==> src/rtl/core/mtrd_pkg.sv <==
// ============================================================================
// mtrd_pkg
// Types, status codes and frame constants of the response deframer.
// ============================================================================
`default_nettype none

package mtrd_pkg;

    localparam int unsigned POS_W = 9;

    localparam logic [POS_W-1:0] POS_MAX    = 9'd511;
    localparam logic [POS_W-1:0] DATA_START = 9'd9;

    localparam logic [7:0] EXC_BIT   = 8'h80;
    localparam logic [7:0] FUNC_MASK = 8'h7F;
    localparam logic [7:0] FC_HOLD   = 8'd3;
    localparam logic [7:0] FC_INPUT  = 8'd4;

    typedef logic [3:0] status_t;

    localparam status_t ST_OK_REGS  = 4'd0;
    localparam status_t ST_OK_EXC   = 4'd1;
    localparam status_t ST_SHORT    = 4'd2;
    localparam status_t ST_PROTOCOL = 4'd3;
    localparam status_t ST_LENGTH   = 4'd4;
    localparam status_t ST_SIZE     = 4'd5;
    localparam status_t ST_FUNCTION = 4'd6;
    localparam status_t ST_ZERO     = 4'd7;
    localparam status_t ST_ODD      = 4'd8;
    localparam status_t ST_COUNT    = 4'd9;

    // Header fields as they stand after the current byte.
    typedef struct packed {
        logic [15:0]      proto;
        logic [15:0]      len;
        logic [7:0]       func;
        logic [7:0]       count;
        logic [POS_W-1:0] size;
    } hdr_t;

    // One result word.
    typedef struct packed {
        logic [6:0]  register_total;
        logic [7:0]  exc_code;
        logic [6:0]  func_code;
        logic [7:0]  unit_number;
        logic [15:0] transaction_value;
        status_t     status;
        logic [15:0] reg_value;
        logic        reg_valid;
        logic        frame_done;
    } result_t;

endpackage

`default_nettype wire

==> src/rtl/core/mtrd_status.sv <==
// ============================================================================
// mtrd_status
// Priority-ordered frame status check from the header fields and frame size.
// ============================================================================
`default_nettype none

module mtrd_status (
    input  mtrd_pkg::hdr_t    hdr,
    output mtrd_pkg::status_t status
);
    import mtrd_pkg::*;

    logic [16:0] len_size;
    logic [9:0]  count_size;
    logic        is_exc;

    assign len_size   = {1'b0, hdr.len} + 17'd6;
    assign count_size = {2'b00, hdr.count} + 10'd9;
    assign is_exc     = (hdr.func & EXC_BIT) != 8'd0;

    always_comb begin
        if (hdr.size < 9'd9) begin
            status = ST_SHORT;
        end else if (is_exc) begin
            if (hdr.proto != 16'd0)       status = ST_PROTOCOL;
            else if (hdr.len != 16'd3)    status = ST_LENGTH;
            else if (hdr.size != 9'd9)    status = ST_SIZE;
            else                          status = ST_OK_EXC;
        end else if (hdr.proto != 16'd0) begin
            status = ST_PROTOCOL;
        end else if (hdr.len < 16'd3) begin
            status = ST_LENGTH;
        end else if ({8'd0, hdr.size} != len_size) begin
            status = ST_SIZE;
        end else if (hdr.func != FC_HOLD && hdr.func != FC_INPUT) begin
            status = ST_FUNCTION;
        end else if (hdr.count == 8'd0) begin
            status = ST_ZERO;
        end else if (hdr.count[0]) begin
            status = ST_ODD;
        end else if ({1'b0, hdr.size} != count_size) begin
            status = ST_COUNT;
        end else begin
            status = ST_OK_REGS;
        end
    end

endmodule

`default_nettype wire

==> src/rtl/core/modbus_tcp_register_response_deframer.sv <==
// ============================================================================
// modbus_tcp_register_response_deframer
// Parses Modbus TCP read-registers responses byte by byte.
// ============================================================================
// Usage:
//   Slave channel carries one frame byte per word in s_tdata[7:0], with
//   s_tlast high on the final byte of the frame.
//   Master channel gives a word for each completed big-endian register
//   (m_tuser[0] = 1) and one word on the frame's last byte (m_tlast = 1)
//   that carries the status and header fields.
//   A result word is registered into the output buffer when the byte that
//   causes it is accepted.
//   Throughput: one byte per cycle while s_tready is high; the per-byte parse
//   and status check is one combinational pass into a two-word output buffer.
//   Stall: the output buffer holds two words; s_tready drops only while both
//   are full, so the sender keeps going while one result waits.
//   Reset (aresetn low, synchronous): byte counter, header stores and the
//   output buffer clear; the block is ready once reset is released.
//   Registers are emitted as they complete; the consumer drops them if the
//   final status is not ok.
// ============================================================================
`default_nettype none

module modbus_tcp_register_response_deframer (
    input  wire logic        aclk,
    input  wire logic        aresetn,
    // s_tdata: [7:0] rx_byte
    input  wire logic        s_tvalid,
    output logic             s_tready,
    input  wire logic [7:0]  s_tdata,
    input  wire logic        s_tlast,     // frame_last
    // m_tdata: [15:0] reg_value, [19:16] status, [35:20] transaction_value,
    //          [43:36] unit_number, [50:44] func_code, [58:51] exc_code,
    //          [65:59] register_total, [71:66] zero
    output logic             m_tvalid,
    input  wire logic        m_tready,
    output logic [71:0]      m_tdata,
    output logic             m_tlast,     // frame_done
    output logic [0:0]       m_tuser      // [0] reg_valid
);
    import mtrd_pkg::*;

    // Frame state
    logic [POS_W-1:0] pos_reg, pos_next;
    logic [15:0]      trans_reg, trans_next;
    logic [15:0]      proto_reg, proto_next;
    logic [15:0]      len_reg, len_next;
    logic [7:0]       unit_reg, unit_next;
    logic [7:0]       func_reg, func_next;
    logic [7:0]       count_reg, count_next;
    logic [7:0]       high_reg, high_next;

    // Two-word output buffer
    result_t    head_reg, tail_reg;
    logic [1:0] cnt_reg;

    logic       accept, push, pop;
    logic       reg_valid;
    logic [15:0] reg_value;
    hdr_t       hdr;
    status_t    status;
    logic       is_exc;
    result_t    res;

    assign s_tready = (cnt_reg != 2'd2);
    assign accept   = s_tvalid && s_tready;
    assign m_tvalid = (cnt_reg != 2'd0);
    assign pop      = m_tvalid && m_tready;

    // Store the byte at its header slot, or pair it into a register.
    always_comb begin
        trans_next = trans_reg;
        proto_next = proto_reg;
        len_next   = len_reg;
        unit_next  = unit_reg;
        func_next  = func_reg;
        count_next = count_reg;
        high_next  = high_reg;
        reg_valid  = 1'b0;
        reg_value  = 16'd0;
        if (pos_reg < POS_MAX) begin
            case (pos_reg)
                9'd0: trans_next = {s_tdata, trans_reg[7:0]};
                9'd1: trans_next = {trans_reg[15:8], s_tdata};
                9'd2: proto_next = {s_tdata, proto_reg[7:0]};
                9'd3: proto_next = {proto_reg[15:8], s_tdata};
                9'd4: len_next   = {s_tdata, len_reg[7:0]};
                9'd5: len_next   = {len_reg[15:8], s_tdata};
                9'd6: unit_next  = s_tdata;
                9'd7: func_next  = s_tdata;
                9'd8: count_next = s_tdata;
                default: begin
                    // Data starts at an odd offset: odd = high byte, even = low.
                    if (pos_reg[0] == DATA_START[0]) begin
                        high_next = s_tdata;
                    end else begin
                        reg_valid = 1'b1;
                        reg_value = {high_reg, s_tdata};
                    end
                end
            endcase
        end
    end

    // Frame size counting the current byte, saturated.
    assign hdr.proto = proto_next;
    assign hdr.len   = len_next;
    assign hdr.func  = func_next;
    assign hdr.count = count_next;
    assign hdr.size  = (pos_reg < POS_MAX) ? pos_reg + 9'd1 : POS_MAX;

    mtrd_status u_status (
        .hdr    (hdr),
        .status (status)
    );

    assign is_exc = (func_next & EXC_BIT) != 8'd0;

    always_comb begin
        res            = '0;
        res.reg_valid  = reg_valid;
        res.reg_value  = reg_value;
        if (s_tlast) begin
            res.frame_done        = 1'b1;
            res.status            = status;
            res.transaction_value = trans_next;
            res.unit_number       = unit_next;
            res.func_code         = 7'(func_next & FUNC_MASK);
            res.exc_code          = (status == ST_OK_EXC) ? count_next : 8'd0;
            res.register_total    = is_exc ? 7'd0 : count_next[7:1];
        end
    end

    assign push     = accept && (reg_valid || s_tlast);
    assign pos_next = (pos_reg < POS_MAX) ? pos_reg + 9'd1 : POS_MAX;

    always_ff @(posedge aclk) begin
        if (!aresetn) begin
            pos_reg   <= '0;
            trans_reg <= '0;
            proto_reg <= '0;
            len_reg   <= '0;
            unit_reg  <= '0;
            func_reg  <= '0;
            count_reg <= '0;
            high_reg  <= '0;
        end else if (accept) begin
            if (s_tlast) begin
                // Frame closed: back to a clean header for the next one.
                pos_reg   <= '0;
                trans_reg <= '0;
                proto_reg <= '0;
                len_reg   <= '0;
                unit_reg  <= '0;
                func_reg  <= '0;
                count_reg <= '0;
                high_reg  <= '0;
            end else begin
                pos_reg   <= pos_next;
                trans_reg <= trans_next;
                proto_reg <= proto_next;
                len_reg   <= len_next;
                unit_reg  <= unit_next;
                func_reg  <= func_next;
                count_reg <= count_next;
                high_reg  <= high_next;
            end
        end
    end

    // Output buffer: head is what the master side shows.
    always_ff @(posedge aclk) begin
        if (!aresetn) begin
            cnt_reg <= 2'd0;
        end else begin
            if (push && !pop)      cnt_reg <= cnt_reg + 2'd1;
            else if (pop && !push) cnt_reg <= cnt_reg - 2'd1;
        end
    end

    always_ff @(posedge aclk) begin
        if (pop && !push) begin
            head_reg <= tail_reg;
        end else if (push && !pop) begin
            if (cnt_reg == 2'd0) head_reg <= res;
            else                 tail_reg <= res;
        end else if (push && pop) begin
            if (cnt_reg == 2'd1) begin
                head_reg <= res;
            end else begin
                head_reg <= tail_reg;
                tail_reg <= res;
            end
        end
    end

    assign m_tdata = {6'd0,
                      head_reg.register_total,
                      head_reg.exc_code,
                      head_reg.func_code,
                      head_reg.unit_number,
                      head_reg.transaction_value,
                      head_reg.status,
                      head_reg.reg_value};
    assign m_tlast    = head_reg.frame_done;
    assign m_tuser[0] = head_reg.reg_valid;

endmodule

`default_nettype wire

==> config.mk <==
export PLATFORM = sky130hd
export DESIGN_NAME = modbus_tcp_register_response_deframer
export DESIGN_NICKNAME = d
export VERILOG_FILES = /design/src/rtl/core/mtrd_pkg.sv /design/src/rtl/core/mtrd_status.sv /design/src/rtl/core/modbus_tcp_register_response_deframer.sv
export SDC_FILE = /design/constraint.sdc
export NUM_CORES = 1
export LEC_CHECK = 0
export BUFFER_PORTS_ARGS = -buffer_cell sky130_fd_sc_hd__buf_2
export CORE_AREA = 2 2 180 182
export DETAILED_ROUTE_END_ITERATION = 8
export DIE_AREA = 0 0 182 184
export PLACE_DENSITY = 0.54
export SYNTH_ARGS = -nofsm -noshare
export SYNTH_HDL_FRONTEND = slang
export SYNTH_SLANG_ARGS = --single-unit
==> constraint.sdc <==
create_clock -name aclk -period 19.39 [get_ports aclk]
set_clock_uncertainty 0.1 [all_clocks]
set_input_delay 5.817 -clock aclk [delete_from_list [all_inputs] [get_ports aclk]]
set_output_delay 5.817 -clock aclk [all_outputs]
set_load 0.02 [all_outputs]
=== Yosys cells after proc, flatten, opt, wreduce, memory -nomap -nowiden ===
Index checks and enable logic that the tools add are counted.

* Bits in registers: 227
* Input port bits: 13
* Output and inout port bits: 76
* Logic and storage cells: 138

* Add/sub/neg operators: 5
* $lt $le $gt $ge: 3
* Equality and inequality tests: 21
* Mux-type cells: 57
* Bitwise logic cells: 1
* Reduce and logical (&&, ||, !) cells: 24

{| class="wikitable"
|+ Operators by type and width
! cell !! count
|-
| $mux 68 || 9
|-
| $mux 16 || 9
|-
| $mux 8 || 14
|-
| $pmux 16 s2 || 3
|-
| $mux 50 || 1
|-
| $mux 4 || 11
|-
| $eq 9x3->1 const B || 4
|-
| $eq 9x2->1 const B || 2
|-
| $mux 9 || 2
|-
| $add 16x3->17 const B || 1
|-
| $ne 9x17->1 || 1
|-
| $lt 16x2->1 const B || 1
|-
| $ne 16x2->1 const B || 1
|-
| $reduce_bool 16->1 || 1
|-
| $ne 9x10->1 || 1
|-
| $reduce_bool 2->1 || 5
|-
| $add 8x4->9 const B || 1
|-
| $add 9x1->9 const B || 1
|-
| $eq 9x1->1 const B || 1
|-
| $eq 9x4->1 const B || 1
|-
| $logic_not 9->1 || 1
|-
| $lt 9x4->1 const B || 1
|-
| $lt 9x9->1 const B || 1
|-
| $ne 9x4->1 const B || 1
|-
| 23 further kinds || 37
|}

=== Longest topological paths before layout ===
Gate-level depths: netlist (run 1).

* Depth after elaboration: 21
* Mapped depth: 21
* Gate-level depth less buffers: 16

=== Hierarchy ===
From an unflattened synthesis (run 1), not the netlist that was laid out.

* Cell total of the unflattened synthesis: 985
* Area total of the unflattened synthesis: 11,013.1 µm²

{| class="wikitable"
|+ Modules (own cells, without submodules)
! module !! times used !! cells each !! area an instance (µm²) !! sequential area each (µm²)
|-
| modbus_tcp_register_response_deframer || 1 || 846 || 10,110.9 || 5,905.7
|-
| mtrd_status || 1 || 139 || 902.1 || 0.0
|}

=== Least setup slack after synthesis (run 1) ===
No wires, ideal clock.

* Kind: input port to flip-flop
* Start: in s_tlast
* End: reg tail_reg[0] (netlist name) (enable)
* Data arrival time: 17.242 ns
* Path slack: 1.190 ns
* Stages on the path: 5
* Cells stage by stage: clkbuf_1 > o21ai_0 > inv_1 > ha_1 > a2111oi_0

* Longest elaborated chain between the ends: 6
* Elaborated cells between the ends (all ways): 11
* Classes of those cells: eq/ne: 2; bitwise: 1; reduce/logical: 8

{| class="wikitable"
|+ RTL lines
! what !! RTL line !! source
|-
| start: declaration || modbus_tcp_register_response_deframer.sv:31 || <nowiki>input wire logic s_tlast,</nowiki>
|-
| $logic_or 1x1->1 (*) || modbus_tcp_register_response_deframer.sv:134 || <nowiki>assign push = accept && (reg_valid || s_tlast);</nowiki>
|-
| $logic_and 1x1->1 (*) || modbus_tcp_register_response_deframer.sv:134 ||
|-
| branches (longest 3 deep; another with $ne 2x2->1) || - ||
|-
| $reduce_and 4->1 (no line) (*) || - ||
|-
| end signal: assignment || modbus_tcp_register_response_deframer.sv:186 || <nowiki>else tail_reg <= res;</nowiki>
|-
| end signal: assignment || modbus_tcp_register_response_deframer.sv:192 || <nowiki>tail_reg <= res;</nowiki>
|-
| end: declaration || modbus_tcp_register_response_deframer.sv:54 || <nowiki>result_t head_reg, tail_reg;</nowiki>
|}

Mark *: on every way between the ends.
A chain may end at the register's enable or synchronous reset.

==> impl_metrics.json, run 1 <==
{
  "synthMostInstantiatedCell": "sky130_fd_sc_hd__edfxtp_1",
  "core_area_mm2": 0.03139,
  "totalWireLength_um": 30970,
  "synth.cell_area_mm2": 0.01150,
  "yosys_top_cell_by_area": "sky130_fd_sc_hd__edfxtp_1",
  "critical_path_peak_fanout": 19,
  "final.min_clock_period_ns": 8.595,
  "floorplan.die_area_mm2": 0.03349,
  "min-delay-start": "high_reg[0]",
  "routability_congestion": 0.8593,
  "finish.utilization": 0.4124,
  "status": "complete, no violations",
  "tightest_slew_ns": 1.230,
  "input_output_buffers": 82,
  "vias_after_detailed_routing": 8599,
  "crit_path_start": "s_tdata[1]",
  "post_layout_power_mw": 1.566,
  "finalSetupViolCount": 0,
  "worst_ep_arrival_time_ns": 8.75,
  "hold-worst-slack_ns": 0.4071,
  "synth-edff-count": 136,
  "postSynth.topFlopCell": "sky130_fd_sc_hd__edfxtp_1",
  "startpoint_type": "primary input",
  "count_of_yosys_warnings_during_synthesis": 0,
  "die_y_um": 184,
  "net-switching-power_mw": 0.5270,
  "pin_count": 89,
  "cts_buffers": 26,
  "tritoncts": "yes",
  "fin_nets": 1172,
  "seq_area_frac_synth": 0.5136,
  "diodes": 0,
  "final_max_slew_viol_count": 0,
  "worst_setup_hold_path_clk_slew_ns": 0.06,
  "slew_headroom": 0.1771,
  "endpoint_kind": "register",
  "postPlaceCellArea_mm2": 0.01211,
  "grt_antenna_before_repair": 0,
  "largest_reg_flops": 68,
  "worstHoldPathType": "reg2reg",
  "drt.antenna.violating_nets": 0,
  "synthDominantCellAreaShare": 0.3552,
  "syn_avg_cell_area_um2": 10.32,
  "switching_share": 0.3366,
  "grt_max_degree": 96,
  "ctsResizeCount": 0,
  "intPower_mw": 1.039,
  "insertion_delay_ns": 0.54,
  "max_freq_mhz": 116.4,
  "fin_area_mm2": 0.01294,
  "post-cts-setup-buffers": 0,
  "clock_sink_count": 227,
  "cts_buffer_depth": 3,
  "worstSetupPathType": "in2reg",
  "synth_common_cells": "136 x sky130_fd_sc_hd__edfxtp_1, 111 x sky130_fd_sc_hd__nand2_1, 91 x sky130_fd_sc_hd__dfxtp_1",
  "post-route-drc-count": 0,
  "filler_cell_count": 3100,
  "via_density_per_instance": 5.477,
  "cts.root.buffer_cell": "sky130_fd_sc_hd__clkbuf_16",
  "hold_viol": 0,
  "syn-instance-count": 1114,
  "h_tree_levels": 1,
  "final.period_utilization": 0.4432,
  "die-width_um": 182,
  "cts-hold-fix-buffers": 0,
  "irDropWorstVdd_uv": 68.56,
  "syn2layout_area_growth_pct": 12.58,
  "async_flop_share": 0,
  "timing.max_cap.violations": 0,
  "synth.distinct_cells": 78,
  "via_count_of_the_first_global_routing_pass": 7982,
  "initial_core_util": 0.3663,
  "r2r_start": "pos_reg[0]",
  "post_drt_wl_per_cell_um": 19.72,
  "grt_pass1_wl_um": 47490,
  "yosys_register_bits": 227,
  "part_of_the_power_in_registers": 0.428,
  "final_layout_size_suffix_gt1_frac": 0.1610,
  "power_frac_clock": 0.306,
  "dpl.hpwl_um": 19650,
  "std_cell_rows": 65,
  "leakagePower_nw": 4.615,
  "worstPathRequired_ns": 19.54,
  "rsz0062_at_grt": "no",
  "power-per-cell-area_mw_per_mm2": 120.9,
  "groute.usage.overall": 0.1802,
  "first_iter_violations": 714,
  "globalRouteOverflowTotal": 0,
  "synth.top_cells.by_area": "sky130_fd_sc_hd__edfxtp_1 36%, sky130_fd_sc_hd__dfxtp_1 16%, sky130_fd_sc_hd__a22oi_1 5.6%",
  "totalNegativeSetupSlack_ns": 0,
  "pwr-share-comb": 0.266,
  "firstDrtPassIters": 5
}
-- area by class of cell --
| cell class | count | area [um^2] | area share |
|---|---|---|---|
| tap | 402 | 503.0 | 0.03886 |
| inverter | 22 | 82.58 | 0.006379 |
| sequential | 227 | 5906 | 0.4562 |
| timing repair buffer | 91 | 478.0 | 0.03692 |
| clock inverter | 15 | 118.9 | 0.009182 |
| clock buffer | 33 | 718.2 | 0.05548 |
| multi-input combinational | 780 | 5139 | 0.3970 |
-- metal layers --
metal	part of all wire	up-vias	global-route usage
met3	0.053	46	0.02179
met5	0	-	0
li1	-	4136	-
met1	0.47	4169	0.2548
met4	0.024	0	0.04935
met2	0.45	248	0.2922
-- power groups by stage --
stage / clock, mW / combinational, mW / sequential [mW]
floorplan: 0 / 0.211 / 0.778
finish: 0.478 / 0.417 / 0.671
global placement: 0 / 0.419 / 0.681
detailed placement: 0 / 0.424 / 0.683
global route: 0.507 / 0.454 / 0.679
CTS: 0.488 / 0.425 / 0.673
-- path summary, 6_finish.rpt --
| path | end | slack, ns | cells after the start |
|---|---|---|---|
| worst min register to register | high_reg[0] | 0.41 | 2 |
| worst min-delay path | high_reg[0] | 0.41 | 2 |
| worst max register to register | m_tdata[15] | 13.96 | 12 |
| worst max-delay path | tail_reg[55] | 10.80 | 11 |
-- worst max-delay path, cell delays in order --
cell and delay, ns:
sky130_fd_sc_hd__buf_2 0.41, sky130_fd_sc_hd__a22o_1 0.32, sky130_fd_sc_hd__inv_2 0.06, sky130_fd_sc_hd__ha_1 0.31, sky130_fd_sc_hd__xnor2_1 0.14, sky130_fd_sc_hd__nor3_1 0.22
sky130_fd_sc_hd__nand4b_1 0.14, sky130_fd_sc_hd__nor4_2 0.50, sky130_fd_sc_hd__a41oi_1 0.30, sky130_fd_sc_hd__o21ai_2 0.41, sky130_fd_sc_hd__nor3_1 0.11
-- logic make-up (layout without fill, tap and decap cells) --
group | after synthesis | after routing | synth area share
simple gates | 423 | 423 | 0.1985
compound gates | 252 | 252 | 0.1556
flops | 227 | 227 | 0.5136
buf+inv | 112 | 161 | 0.04287
mux | 59 | 59 | 0.05506
xor+xnor | 29 | 29 | 0.02209
fa+ha+maj | 11 | 11 | 0.01197
other cells | 1 | 6 | 0.0003261
-- placed cells by master, fill, tap and decap left out, types with 7 or more instances in the layout --
| cell | count |
|---|---|
| sky130_fd_sc_hd__o31ai_1 | 46 |
| sky130_fd_sc_hd__clkinv_2 | 8 |
| sky130_fd_sc_hd__and2_1 | 50 |
| sky130_fd_sc_hd__clkbuf_16 | 27 |
| sky130_fd_sc_hd__inv_1 | 19 |
| sky130_fd_sc_hd__o21ai_0 | 36 |
| sky130_fd_sc_hd__xor2_1 | 10 |
| sky130_fd_sc_hd__and3_1 | 8 |
| sky130_fd_sc_hd__nand2_1 | 111 |
| sky130_fd_sc_hd__nand4_1 | 13 |
| sky130_fd_sc_hd__mux2_2 | 20 |
| sky130_fd_sc_hd__nor3_1 | 17 |
| sky130_fd_sc_hd__nor2b_1 | 80 |
| sky130_fd_sc_hd__a22o_1 | 15 |
| sky130_fd_sc_hd__nor4_1 | 9 |
| sky130_fd_sc_hd__edfxtp_1 | 136 |
| sky130_fd_sc_hd__buf_2 | 82 |
| sky130_fd_sc_hd__dfxtp_1 | 91 |
| sky130_fd_sc_hd__buf_4 | 9 |
| sky130_fd_sc_hd__a21o_1 | 7 |
| sky130_fd_sc_hd__a22oi_1 | 86 |
| sky130_fd_sc_hd__o21ai_1 | 7 |
| sky130_fd_sc_hd__nor2_1 | 75 |
| sky130_fd_sc_hd__ha_1 | 11 |
| sky130_fd_sc_hd__nand3_1 | 12 |
| sky130_fd_sc_hd__xnor2_1 | 19 |
| sky130_fd_sc_hd__a21oi_1 | 13 |
| sky130_fd_sc_hd__mux2i_1 | 36 |
-- through the flow --
step	setup WS [ns]	cells
global route	10.61	1570
detailed placement	10.31	1522
floorplan	1.190	1119
finish	10.80	1570
CTS	10.88	1570
global placement	10.41	1522
Power figures use the tool's default switching activity.
==> run 2: changes to the inputs <==
--- a/config.mk
+++ b/config.mk
@@ -5,10 +5,11 @@
 export SDC_FILE = /design/constraint.sdc
 export NUM_CORES = 1
 export LEC_CHECK = 0
+export ABC_AREA = 1
 export BUFFER_PORTS_ARGS = -buffer_cell sky130_fd_sc_hd__buf_2
-export CORE_AREA = 2 2 180 182
+export CORE_AREA = 2 2 181 183
 export DETAILED_ROUTE_END_ITERATION = 8
-export DIE_AREA = 0 0 182 184
+export DIE_AREA = 0 0 183 185
 export PLACE_DENSITY = 0.54
 export SYNTH_ARGS = -nofsm -noshare
 export SYNTH_HDL_FRONTEND = slang
==> constraint.sdc (replaced) <==
create_clock -name aclk -period 8.7 [get_ports aclk]
set_clock_uncertainty 0.1 [all_clocks]
set_input_delay 2.61 -clock aclk [delete_from_list [all_inputs] [get_ports aclk]]
set_output_delay 2.61 -clock aclk [all_outputs]
set_load 0.02 [all_outputs]
==> run 2 against run 1 <==
Critical path depth is 9 higher. Non-clock buffer count unchanged. Sequential power rose by 120%. Critical path type unchanged. Largest power group unchanged.
==> impl_metrics.json, run 2 <==
{
  "postSynth.topFlopCell": "sky130_fd_sc_hd__edfxtp_1",
  "multi_input_area_mm2": 0.004955,
  "post_layout_power_mw": 3.629,
  "rsz0062_at_grt": "no",
  "net-switching-power_mw": 1.211,
  "startpoint_type": "primary input",
  "worstSetupPathType": "in2reg",
  "synthDominantCellAreaShare": 0.3498,
  "globalRouteOverflowTotal": 0,
  "insertion_delay_ns": 0.54,
  "groute.usage.overall": 0.1883,
  "async_flop_share": 0,
  "largest_reg_flops": 68,
  "synth.cell_area_mm2": 0.01167,
  "tightest_slew_ns": 1.045,
  "status": "complete, no violations",
  "r2r_start": "pos_reg[0]",
  "critical_path.top_delay_family": "simple AND/OR/NAND/NOR gates",
  "top_library_cells_by_usage_in_the_layout_fill_and_taps_aside": "501 x sky130_fd_sc_hd__nand2_1, 184 x sky130_fd_sc_hd__nor2_1, 136 x sky130_fd_sc_hd__edfxtp_1, 135 x sky130_fd_sc_hd__inv_1, 91 x sky130_fd_sc_hd__dfxtp_1",
  "worstPathBufferInverterCount": 3,
  "pwr-share-comb": 0.259,
  "switching_share": 0.3338,
  "irDropWorstVdd_uv": 204.7,
  "timing.max_cap.violations": 0,
  "std_cell_rows": 66,
  "grt_max_degree": 91,
  "worstHoldPathType": "reg2reg",
  "worstPathRequired_ns": 8.99,
  "post_drt_wl_per_cell_um": 16.17,
  "post-route-drc-count": 0,
  "clock_sink_count": 227,
  "core_area_mm2": 0.03204,
  "totalNegativeSetupSlack_ns": 0,
  "synth_common_cells": "502 x sky130_fd_sc_hd__nand2_1, 186 x sky130_fd_sc_hd__nor2_1, 136 x sky130_fd_sc_hd__edfxtp_1, 136 x sky130_fd_sc_hd__inv_1, 91 x sky130_fd_sc_hd__dfxtp_1",
  "min-delay-start": "len_reg[11]",
  "h_tree_levels": 1,
  "tritoncts": "yes",
  "dpl.hpwl_um": 21530,
  "syn_avg_cell_area_um2": 7.883,
  "yosys_register_bits": 227,
  "die-width_um": 183,
  "intPower_mw": 2.417,
  "post-cts-setup-buffers": 0,
  "worst_setup_hold_path_clk_slew_ns": 0.06,
  "via_density_per_instance": 4.921,
  "initial_core_util": 0.3644,
  "first_iter_violations": 690,
  "ctsResizeCount": 0,
  "input_output_buffers": 82,
  "yosys_top_cell_by_area": "sky130_fd_sc_hd__edfxtp_1",
  "power-per-cell-area_mw_per_mm2": 271.7,
  "fin_area_mm2": 0.01336,
  "leakagePower_nw": 5.693,
  "cts-hold-fix-buffers": 0,
  "max_freq_mhz": 191.7,
  "totalWireLength_um": 31880,
  "critical_path.most_common_cell": "sky130_fd_sc_hd__nand2_1",
  "hold_viol": 0,
  "synthMostInstantiatedCell": "sky130_fd_sc_hd__nand2_1",
  "timing.critical_path.cells": "buf_2 -> inv_1 -> nor3_1 -> a21oi_2 -> ha_1 -> inv_1 -> nand3_1 -> nand2_1 -> nand2_1 -> nand2_1 -> nand2_1 -> nor2_1 -> nand3_1 -> nor2_2 -> nand4_2 -> nand2_2 -> nand2_2 -> nor2_4 -> nand3_2 -> a21oi_2",
  "routability_congestion": 0.8690,
  "floorplan.die_area_mm2": 0.03386,
  "grt_pass1_wl_um": 50530,
  "filler_cell_count": 3309,
  "critical_path_peak_fanout": 8,
  "via_count_of_the_first_global_routing_pass": 9107,
  "hold-worst-slack_ns": 0.3633,
  "slew_headroom": 0.3032,
  "crit_path_start": "s_tdata[2]",
  "drt.antenna.violating_nets": 0,
  "vias_after_detailed_routing": 9705,
  "firstDrtPassIters": 5,
  "cpPeakStageDelay_ns": 0.46,
  "timing.critical_path.slowest_stage_cell": "sky130_fd_sc_hd__nor3_1",
  "part_of_the_power_in_registers": 0.412,
  "synth.top_cells.by_area": "sky130_fd_sc_hd__edfxtp_1 35%, sky130_fd_sc_hd__nand2_1 16%, sky130_fd_sc_hd__dfxtp_1 16%",
  "finalSetupViolCount": 0,
  "count_of_yosys_warnings_during_synthesis": 0,
  "fin_nets": 1567,
  "synth.distinct_cells": 46,
  "worst_ep_arrival_time_ns": 5.50,
  "layout_commonest_cell": "sky130_fd_sc_hd__nand2_1",
  "syn2layout_area_growth_pct": 14.40,
  "synth-edff-count": 136,
  "cts_buffers": 26,
  "seq_area_frac_synth": 0.5058,
  "syn-instance-count": 1481,
  "final.min_clock_period_ns": 5.216,
  "die_y_um": 185,
  "cts.root.buffer_cell": "sky130_fd_sc_hd__clkbuf_16",
  "postPlaceCellArea_mm2": 0.01243,
  "final_max_slew_viol_count": 0,
  "endpoint_kind": "register",
  "regArea_mm2": 0.005906,
  "pin_count": 89,
  "final_layout_size_suffix_gt1_frac": 0.1401,
  "power_frac_clock": 0.329,
  "grt_antenna_before_repair": 2,
  "final.period_utilization": 0.5995,
  "cts_buffer_depth": 3
}
run 2: changes by cell type after synthesis, moves of 20 or more:
cell,before,now
sky130_fd_sc_hd__a21oi_1,13,70
sky130_fd_sc_hd__nor2_1,76,186
sky130_fd_sc_hd__a22oi_1,86,16
sky130_fd_sc_hd__inv_1,19,136
sky130_fd_sc_hd__mux2_2,20,0
sky130_fd_sc_hd__nand2_2,0,27
sky130_fd_sc_hd__o31ai_1,46,1
sky130_fd_sc_hd__a2bb2oi_1,0,24
sky130_fd_sc_hd__nor2b_1,80,0
sky130_fd_sc_hd__nand3_1,12,69
sky130_fd_sc_hd__and2_1,50,1
sky130_fd_sc_hd__mux2i_1,36,0
sky130_fd_sc_hd__nand2_1,111,502
run 2: cells by family (layout without fill, tap and decap cells):
family / after synthesis / count (layout) / synth area share
adder cells (fa/ha/maj): 11 / 11 / 0.01179
flip-flops: 227 / 227 / 0.5058
AND/OR/NAND/NOR: 849 / 849 / 0.3115
other: 1 / 7 / 0.0003212
AO/OA/AOI/OAI: 175 / 175 / 0.09313
XOR/XNOR: 4 / 4 / 0.003001
buffers and inverters: 214 / 291 / 0.07437
run 2: worst paths after layout:
check	endpoint	slack, ns	cells after the start
worst min register to register	len_reg[11]	0.36	2
worst max register to register	m_tuser	3.73	17
worst min-delay path	len_reg[11]	0.36	2
worst max-delay path	m_tdata[53]	3.48	20
run 2: routing by layer:
layer	vias up	track usage	part of all wire	wire, um
met5	-	0	0	0
met4	0	0.05248	0.019	591
met3	47	0.02674	0.049	1567
met2	238	0.3006	0.46	14640
met1	4504	0.2671	0.47	15090
li1	4916	-	-	-
run 2: final cells by class:
class / count / share of cell area
sequential: 227 / 0.4422
multi-input combinational: 1045 / 0.3710
clock buffer: 33 / 0.05227
inverter: 152 / 0.04328
tap: 408 / 0.03822
timing repair buffer: 91 / 0.03578
clock inverter: 15 / 0.01714
antenna: 1 / 0.0001874
run 2: worst min-delay path, cell delays in order (launching register included):
cell and delay (ns):
sky130_fd_sc_hd__dfxtp_1 0.31, sky130_fd_sc_hd__nand2_1 0.06, sky130_fd_sc_hd__a21oi_1 0.05
run 2: stage by stage:
stage	util	setup WS [ns]	instances
detailed placement	0.3878	2.961	1923
CTS	0.4168	3.510	1971
global placement	0.3878	3.062	1923
finish	0.4169	3.484	1972
global route	0.4168	3.130	1971
floorplan	-	0.1087	1486
run 2: power groups by stage:
stage	logic (mW)	clock network [mW]	registers [mW]
after detailed placement	0.961	0	1.52
after CTS	0.964	1.22	1.50
after global placement	0.960	0	1.52
after floorplan	0.458	0	1.72
after global routing	1.04	1.27	1.51
final	0.940	1.19	1.49
==> run 3: changes to the inputs <==
--- a/config.mk
+++ b/config.mk
@@ -5,12 +5,12 @@
 export SDC_FILE = /design/constraint.sdc
 export NUM_CORES = 1
 export LEC_CHECK = 0
-export ABC_AREA = 1
+export ABC_AREA = 0
 export BUFFER_PORTS_ARGS = -buffer_cell sky130_fd_sc_hd__buf_2
-export CORE_AREA = 2 2 181 183
+export CORE_AREA = 2 2 180 182
 export DETAILED_ROUTE_END_ITERATION = 8
-export DIE_AREA = 0 0 183 185
-export PLACE_DENSITY = 0.54
+export DIE_AREA = 0 0 182 184
+export PLACE_DENSITY = 0.56
 export SYNTH_ARGS = -nofsm -noshare
 export SYNTH_HDL_FRONTEND = slang
 export SYNTH_SLANG_ARGS = --single-unit
==> constraint.sdc (replaced) <==
create_clock -name aclk -period 4.56 [get_ports aclk]
set_clock_uncertainty 0.1 [all_clocks]
set_input_delay 1.368 -clock aclk [delete_from_list [all_inputs] [get_ports aclk]]
set_output_delay 1.368 -clock aclk [all_outputs]
set_load 0.02 [all_outputs]
==> run 3 against run 2 <==
Sequential share of layout area about the same. Global-route usage shrank 0.25 points. First-iteration DRC count grew 23%. Setup slack got worse by 3.2 ns. Cell count shrank 18%. Utilization increased by 0.91 points. Critical path depth shrank 4. Critical endpoint is now m_tdata[16]. Largest power group unchanged. Highest routed layer unchanged.
==> impl_metrics.json, run 3 (synthesis results as in run 1) <==
{
  "status": "complete, no violations",
  "fin_nets": 1210,
  "worstPathRequired_ns": 4.74,
  "floorplan.die_area_mm2": 0.03349,
  "post-route-drc-count": 0,
  "initial_core_util": 0.3663,
  "intPower_mw": 4.586,
  "grt_max_degree": 72,
  "critical_path.top_delay_family": "compound AO/OA/AOI/OAI gates",
  "firstDrtPassIters": 6,
  "final_layout_size_suffix_gt1_frac": 0.1924,
  "layout_commonest_cell": "sky130_fd_sc_hd__edfxtp_1",
  "tritoncts": "yes",
  "multi_input_area_mm2": 0.005192,
  "syn2layout_area_growth_pct": 16.29,
  "clock_sink_count": 227,
  "cts-hold-fix-buffers": 0,
  "fin_area_mm2": 0.01337,
  "critical_path_peak_fanout": 9,
  "std_cell_rows": 65,
  "leakagePower_nw": 4.828,
  "cts_buffer_depth": 3,
  "pwr-share-comb": 0.273,
  "grt_antenna_before_repair": 1,
  "input_output_buffers": 82,
  "insertion_delay_ns": 0.53,
  "timing.critical_path.cells": "inv_1 -> ha_2 -> nor4b_2 -> and2_1 -> mux2i_1 -> inv_1 -> ha_1 -> xor2_1 -> xnor2_1 -> nor3_1 -> o211ai_1 -> o31ai_1 -> a41oi_1 -> o21ai_2 -> buf_4 -> o21ai_1",
  "groute.usage.overall": 0.1858,
  "endpoint_kind": "register",
  "final_max_slew_viol_count": 0,
  "top_library_cells_by_usage_in_the_layout_fill_and_taps_aside": "136 x sky130_fd_sc_hd__edfxtp_1, 111 x sky130_fd_sc_hd__nand2_1, 91 x sky130_fd_sc_hd__dfxtp_1, 86 x sky130_fd_sc_hd__a22oi_1, 82 x sky130_fd_sc_hd__buf_2",
  "tightest_slew_ns": 0.8796,
  "irDropWorstVdd_uv": 453.1,
  "switching_share": 0.3300,
  "post-place-ws_ns": 0.1717,
  "core_area_mm2": 0.03139,
  "grt_pass1_wl_um": 48960,
  "post_drt_wl_per_cell_um": 19.60,
  "worst_ep_arrival_time_ns": 4.42,
  "critical_path.most_common_cell": "sky130_fd_sc_hd__inv_1",
  "net-switching-power_mw": 2.258,
  "final.period_utilization": 0.9305,
  "die-width_um": 182,
  "postPlaceCellArea_mm2": 0.01247,
  "largest_reg_flops": 68,
  "final.min_clock_period_ns": 4.243,
  "filler_cell_count": 3044,
  "cts.root.buffer_cell": "sky130_fd_sc_hd__clkbuf_16",
  "die_y_um": 184,
  "totalWireLength_um": 31540,
  "part_of_the_power_in_registers": 0.414,
  "worstPathBufferInverterCount": 3,
  "startpoint_type": "register",
  "dpl.hpwl_um": 21250,
  "max_freq_mhz": 235.7,
  "finalWorstSetupSlack_ns": 0.3171,
  "cts_buffers": 26,
  "h_tree_levels": 1,
  "vias_after_detailed_routing": 8761,
  "worst_setup_hold_path_clk_slew_ns": 0.06,
  "timing.max_cap.violations": 0,
  "regArea_mm2": 0.005906,
  "via_count_of_the_first_global_routing_pass": 8446,
  "cpPeakStageDelay_ns": 0.40,
  "power-per-cell-area_mw_per_mm2": 511.8,
  "r2r_setup_slack_ns": 0.32,
  "routability_congestion": 0.9139,
  "slew_headroom": 0.4122,
  "power_frac_clock": 0.313,
  "via_density_per_instance": 5.445,
  "worstSetupPathType": "reg2reg",
  "first_iter_violations": 851,
  "globalRouteOverflowTotal": 0,
  "drt.antenna.violating_nets": 0,
  "worstHoldPathType": "reg2reg",
  "hold_viol": 0,
  "timing.critical_path.slowest_stage_cell": "sky130_fd_sc_hd__dfxtp_1",
  "finalSetupViolCount": 0,
  "pin_count": 89
}
-- run 3: changes by cell type in the layout (fill, tap and decap cells not counted), sizes merged, moves of 21 or more --
cell     previous run  this run
o31ai               1        48
a2bb2oi            24         0
and2                1        51
inv               146        23
nand2             535       111
mux2                0        21
buf                91       129
nand3              77        12
mux2i               0        38
a22oi              16        86
nor2b               0        80
nor2              202        78
a21oi              79        13
-- run 3: final cells by class --
cell class	instances	share of cell area
Inverter	22	0.006176
Antenna cell	1	0.0001871
Tap cell	402	0.03762
Multi-Input combinational cell	780	0.3883
Clock inverter	15	0.01254
Timing Repair Buffer	129	0.05989
Clock buffer	33	0.05362
Sequential cell	227	0.4417
-- run 3: repair_timing --
| item | in CTS | in global routing |
|---|---|---|
| setup endpoints to repair | 0 | 17 |
| setup buffers | 0 | 1 |
| resized for setup | 0 | 2 |
-- run 3: power groups by stage --
stage | clock [mW] | combinational [mW] | sequential, mW
after CTS | 2.19 | 1.90 | 2.84
after global routing | 2.26 | 2.04 | 2.87
after floorplan | 0 | 0.931 | 3.22
final | 2.14 | 1.87 | 2.83
after detailed placement | 0 | 1.90 | 2.88
after global placement | 0 | 1.87 | 2.87
-- run 3: routing by layer --
layer | GRT usage | routed length, um
met3 | 0.02417 | 1636
met1 | 0.2597 | 14790
met4 | 0.05613 | 847
met2 | 0.3009 | 14260
met5 | 0 | 0
-- run 3: per-stage QoR --
step / hold WS (ns) / setup TNS (ns) / util / instances / power (mW)
after global routing: 0.4411 / -0.1239 / 0.4259 / 1609 / 7.173
final: 0.4053 / 0 / 0.4259 / 1609 / 6.844
after global placement: 0.3949 / 0 / 0.3972 / 1559 / 4.743
after detailed placement: 0.3979 / 0 / 0.3972 / 1559 / 4.780
after floorplan: 0.3712 / -24.00 / - / 1119 / 4.153
after CTS: 0.4151 / 0 / 0.4254 / 1607 / 6.936
-- run 3: final timing paths --
kind / depth (start not counted) / end / startpoint
worst min-delay path: 2 / high_reg[6] / high_reg[6]
worst max-delay path: 16 / m_tdata[16] / pos_reg[1]
worst min register to register: 2 / high_reg[6] / high_reg[6]
worst max register to register: 16 / m_tdata[16] / pos_reg[1]
-- run 3: worst register-to-register path: cells and delay by family, from the launching register on --
| kind | cells | cell delay, ns |
|---|---|---|
| AO/OA/AOI/OAI | 5 | 0.98 |
| XOR/XNOR | 2 | 0.33 |
| adder cells (fa/ha/maj) | 2 | 0.57 |
| multiplexers | 1 | 0.31 |
| AND/OR/NAND/NOR | 3 | 0.83 |
| buffers and inverters | 3 | 0.46 |
| flip-flops | 1 | 0.40 |
